**src/rtl/frame_fifo_with_clock_cursor_macros.svh**
```systemverilog
// Assertion macros shared by the frame queue RTL.
// Modules that include this file provide clk and arst_n.
`ifndef FRAME_FIFO_WITH_CLOCK_CURSOR_MACROS_SVH
`define FRAME_FIFO_WITH_CLOCK_CURSOR_MACROS_SVH

// Check that the consequent holds in the same cycle as the antecedent.
`define FFCC_ASSERT_NOW(label, ante, cons, msg) \
	label: assert property (@(posedge clk) disable iff (!arst_n) (ante) |-> (cons)) \
		else $error(msg);

// Check that the consequent holds in the cycle after the antecedent.
`define FFCC_ASSERT_NEXT(label, ante, cons, msg) \
	label: assert property (@(posedge clk) disable iff (!arst_n) (ante) |=> (cons)) \
		else $error(msg);

`endif

```
**src/rtl/ffcc_pkg.sv**
```systemverilog
// Package for the frame queue with clock cursor.
// Holds sizes, command and status codes, and controller/datapath link types.
`default_nettype none

package ffcc_pkg;

	localparam int FRAMES   = 1024;
	localparam int FRAME_W  = $clog2(FRAMES);
	localparam int CNT_W    = $clog2(FRAMES + 1);
	localparam int FIELD_W  = 10;
	localparam int CMD_W    = 2;
	localparam int STATUS_W = 3;

	typedef enum logic [CMD_W-1:0] {
		CMD_PUSH    = 2'd0,
		CMD_POP     = 2'd1,
		CMD_DELETE  = 2'd2,
		CMD_ADVANCE = 2'd3
	} cmd_t;

	typedef enum logic [STATUS_W-1:0] {
		STS_OK      = 3'd0,
		STS_ALREADY = 3'd1,
		STS_EMPTY   = 3'd2,
		STS_NOTQ    = 3'd3,
		STS_CURSOR  = 3'd4
	} status_t;

	// Commands from the controller to the datapath
	typedef struct packed {
		logic clr_step;
		logic accept;
		logic exec;
	} ffcc_ctl_t;

	// Status from the datapath to the controller
	typedef struct packed {
		logic clr_last;
		logic out_free;
	} ffcc_sts_t;

endpackage

`default_nettype wire

```
**src/rtl/ffcc_ctrl.sv**
```systemverilog
// Controller state machine for the frame queue: clear pass, accept, commit.
// Depends on ffcc_pkg and the assertion macro header.
`default_nettype none
`include "frame_fifo_with_clock_cursor_macros.svh"

module ffcc_ctrl import ffcc_pkg::*; (
	input  logic      clk,
	input  logic      arst_n,
	input  logic      req_valid,
	output logic      req_ready,
	input  ffcc_sts_t sts,
	output ffcc_ctl_t ctl
);

	typedef enum logic [2:0] {
		S_CLEAR = 3'b001,
		S_IDLE  = 3'b010,
		S_EXEC  = 3'b100
	} state_t;

	state_t state_q;
	state_t state_d;

	// Drive commands to the datapath
	assign req_ready    = (state_q == S_IDLE);
	assign ctl.clr_step = (state_q == S_CLEAR);
	assign ctl.accept   = (state_q == S_IDLE) && req_valid;
	assign ctl.exec     = (state_q == S_EXEC) && sts.out_free;

	// Next state
	always_comb begin
		state_d = state_q;
		case (state_q)
			S_CLEAR: begin
				if (sts.clr_last) begin
					state_d = S_IDLE;
				end
			end
			S_IDLE: begin
				if (req_valid) begin
					state_d = S_EXEC;
				end
			end
			S_EXEC: begin
				if (sts.out_free) begin
					state_d = S_IDLE;
				end
			end
			default: begin
				state_d = S_CLEAR;
			end
		endcase
	end

	always_ff @(posedge clk or negedge arst_n) begin
		if (!arst_n) begin
			state_q <= S_CLEAR;
		end else begin
			state_q <= state_d;
		end
	end

	`FFCC_ASSERT_NEXT(a_accept_to_exec, ctl.accept, state_q == S_EXEC, "accept did not enter exec")
	`FFCC_ASSERT_NEXT(a_exec_to_idle, ctl.exec, state_q == S_IDLE, "commit did not return to idle")
	`FFCC_ASSERT_NEXT(a_exec_holds, (state_q == S_EXEC) && !sts.out_free, state_q == S_EXEC, "stalled commit was dropped")

endmodule

`default_nettype wire

```
**config.mk**
```make
export PLATFORM = sky130hd
export DESIGN_NAME = ffcc_ctrl
export DESIGN_NICKNAME = d
export VERILOG_FILES = /design/src/rtl/ffcc_pkg.sv /design/src/rtl/ffcc_ctrl.sv
export VERILOG_INCLUDE_DIRS = /design/src /design/src/rtl
export SDC_FILE = /design/constraint.sdc
export NUM_CORES = 1
export LEC_CHECK = 0
export ABC_AREA = 1
export ABC_CLOCK_PERIOD_IN_PS = 1000
export BUFFER_PORTS_ARGS = -buffer_cell sky130_fd_sc_hd__buf_2
export CAP_MARGIN = 20
export CORE_AREA = 2 2 39 41
export DETAILED_ROUTE_END_ITERATION = 7
export DIE_AREA = 0 0 41 43
export GPL_ROUTABILITY_DRIVEN = 0
export GPL_TIMING_DRIVEN = 0
export RECOVER_POWER = 50
export SYNTH_ARGS = -nofsm -noshare
export SYNTH_HDL_FRONTEND = slang
export SYNTH_SLANG_ARGS = --single-unit
```
**constraint.sdc**
```tcl
create_clock -name clk -period 1 [get_ports clk]
set_input_delay 0.1 -clock clk [delete_from_list [all_inputs] [get_ports clk]]
set_output_delay 0.1 -clock clk [all_outputs]
set_load 0.1 [all_outputs]
```
# ---- After elaboration in Yosys (flattened, before gate mapping)
# Cells that the tools add are included.
dict set report op_classes {
  eq_ne 6
  mux 4
  n_reduce_logical 3
}
# cell count
set op_table {}
lappend op_table {{two-way mux 3 bit} 3}
lappend op_table {{one-hot mux 3 bit (3 select lines)} 1}
lappend op_table {{inequality test 2 bit, second input constant} 3}
lappend op_table {{equality test 3 x 1 -> 1 bit, second input constant} 1}
lappend op_table {{equality test 3 x 2 -> 1 bit, second input constant} 1}
lappend op_table {{equality test 3 bit, second input constant} 1}
lappend op_table {{AND reduction 3 bit} 1}
lappend op_table {{logical AND 1 bit} 2}
dict set report totals {
  reg_bits 3
  output_inout_bits 4
  elab_cells 14
}

# ---- Logic depth before layout (Yosys ltp)
dict set report logic_depth {
  depth_word 3
  ltp_mapped 6
  ltp_nobuf 6
}

# ---- Least setup slack after synthesis
# OpenSTA, ideal clock, no wires.
dict set report synth_path {
  path_kind {reg2out}
  start {register state_q[1]}
  end {output port ctl[0] (netlist bit)}
  arrival_time_ps 3350
  required_ps 900
  setup_slack_ps -2450
  stages_incl_launch_ff 2
  n_path_buf 0
  cell_sequence {dfrtp_1 nor4_1}
}
# element line
set synth_lines {}
lappend synth_lines {{start: declaration} ffcc_ctrl.sv:21} ;# state_t state_q;
lappend synth_lines {{start signal: assignment} ffcc_ctrl.sv:59} ;# state_q <= state_d;
lappend synth_lines {{end: declaration} ffcc_ctrl.sv:12} ;# output ffcc_ctl_t ctl

# ---- Worst setup path in the final report
dict set report layout_path {
  start {register state_q[0]}
  end {output port req_ready}
}
dict set report layout_between {
  elab_chain_len 1
}
# element line
set layout_rtl {}
lappend layout_rtl {{equality test 3 x 2 -> 1 bit} ffcc_ctrl.sv:25} ;# assign req_ready = (state_q == S_IDLE);
lappend layout_rtl {{end: declaration} ffcc_ctrl.sv:10} ;# output logic req_ready,
# No other way between the ends.

==> run metrics <==
mean cell area of the mapped netlist=around 6.7 um2; detailed-placement wirelength estimate=~380 um; Worst slew margin=0.8592; Boundary Pins=9; initial standard-cell utilization of the core=0.1401; yosys warns=0; global-route wire length before repair=between 800 and 900 um; max reg flops=3; number of remaining DRC errors=0; cell type with the largest total area after synthesis=dfrtp_1; clock tree buffer depth=2; setup repair after global routing missed its margin=yes; number of register bits inferred by synthesis=3; Setup TNS Final=-1534 ps; registers with the most flip-flops=state_q x3; DR iter-0 viols=3; global routing usage summed across all routing layers=0.07631; type of the most critical hold path=in -> reg; count of maximum capacitance violations=0; maximum achievable frequency=0.7401 GHz; Setup violations, final=7; critical path fanouts, max=5; number of distinct library cells after synthesis=12; area enclosed by the die boundary=approximately 1800 um2; share of layout cells above drive strength 1=0.5745; # rows=14; Reg with most FFs=state_q; Slew Limit Fails=0; antenna cells=0; required time of the worst setup path=about 900 ps; Area growth syn-to-layout=117.4%; Cells after Synth=29; die width=41 um; vertical die dimension=approximately 43 um; clock root buffer=clkbuf_4; post-route cell area=421.7 um2; classification of the worst setup path=reg -> out; flop-to-flop setup slack=-130 ps; area of the mapped netlist=193.9 um2; synthesized net count=34; setup slack after layout=-351.2 ps; routed wire length=approximately 550 um; TritonCTS sink count=3; category of the worst setup path capture point=primary output; number of levels the H-tree was split into=1; Worst Max-Slew Pin Slew=between 200 and 250 ps; Nets=53; via count of the first global-routing pass=around 230; antenna-violating nets left=0; clock tree from TritonCTS=yes; IO Port Bufs=8; result of the run=finished, violations left; clock slew seen by the registers of the worst setup and hold paths=40 ps; clock buffers created by TritonCTS=3; startpoint types=flop; leftover overflow at the end of global routing=0; pin count of the biggest net entering global routing=6; Worst Path Arrival=1250 ps; final critical delay including setup and external delays=1351 ps; overall via count from detail_route=around 240; clock skew after layout=between 3 and 4 ps; share of the synthesized area in the top cell type=0.2581; hold violation total from the final report=0; Area contributors post-synth=dfrtp_1 (26%), nand2_1 (15%), dfstp_2 (14%); top library cells by usage in the layout, fill and taps aside=nand2_1 (7), buf_4 (5); core occupancy in the finished layout=0.3047; vias per cell=3.794; later-pin clock latency in the skew report=roughly 230 ps; final worst-path cycle share=1.351; proportion of synthesized chip area in sequential cells=0.3935; commonest non-fill, non-tap cell in the layout=nand2_1; violated checks=setup timing; iteration count of the initial detailed-routing pass=2; initial antenna violation count=0; post-detailed-placement cell area=about 280 um2; average wire length per cell after detail routing=between 8 and 9 um; core region area=around 1400 um2
==> stage by stage <==
step,hold slack [ps],std cells,setup slack (ps)
global route,179.7,63,-387.0
floorplan,-195.6,29,-578.0
CTS,149.0,62,-371.8
finish,158.7,63,-351.2
global placement,-105.1,53,-405.8
detailed placement,-103.3,53,-433.9
==> cell usage after synthesis <==
master and count:
nand2_1 8, inv_1 6, nand3_1 3, nor2_1 3, dfrtp_1 2, a21oi_2 1
dfstp_2 1, inv_2 1, nor2_2 1, nor4_1 1, o21ai_0 1, o21ai_2 1
==> critical path, cell delays in order (launching register included) <==
cell and delay (ps):
dfstp_2 600, nor2_4 60, nand2_4 90, clkinvlp_4 100, buf_12 170
==> worst paths after layout <==
check / cells past startpoint / to / from
max: 4 / req_ready / state_q[0]
min: 4 / state_q[0] / sts[1]
max reg2reg: 5 / state_q[1] / state_q[0]
min reg2reg: 3 / state_q[0] / state_q[2]
max in group asynchronous: 2 / state_q[0] / arst_n
min in group asynchronous: 2 / state_q[1] / arst_n
==> logic make-up (layout without fill, tap and decap cells) <==
group | after synthesis | in the layout | synth area share
AOI/OAI and AO/OA | 3 | 3 | 0.1161
DFF | 3 | 3 | 0.3936
and+or+nand+nor | 16 | 16 | 0.3549
buffers and inverters | 7 | 25 | 0.1355
==> area by class of cell <==
cell class | count | area [um2]
inverters | 7 | 33.78
well taps | 16 | 20.02
multi-input cells | 19 | 126.4
flip-flops and latches | 3 | 77.57
repair buffers | 14 | 137.6
fillers | 152 | 962.2
clock buffers | 4 | 26.28
==> layer usage <==
layer  GRT usage  part of all wire  up-vias
met5           0                 0        -
met4     0.06000                 0        0
met3     0.03141             0.049        0
met2      0.1188              0.55        5
met1     0.07395              0.39      109
li1            -                 -      125
==> repair_timing <==
action / in CTS / in global routing
hold endpoints to repair: 3 / 0
hold buffers: 1 / 0
resized for setup: 18 / 0
pin swaps: 3 / 1
endpoints found under the setup margin: 7 / 7
setup buffers: 4 / 1
Power is left out: the tool's default activity adds up to more than one toggle a clock period on the data nets, which glitch-free logic cannot reach.
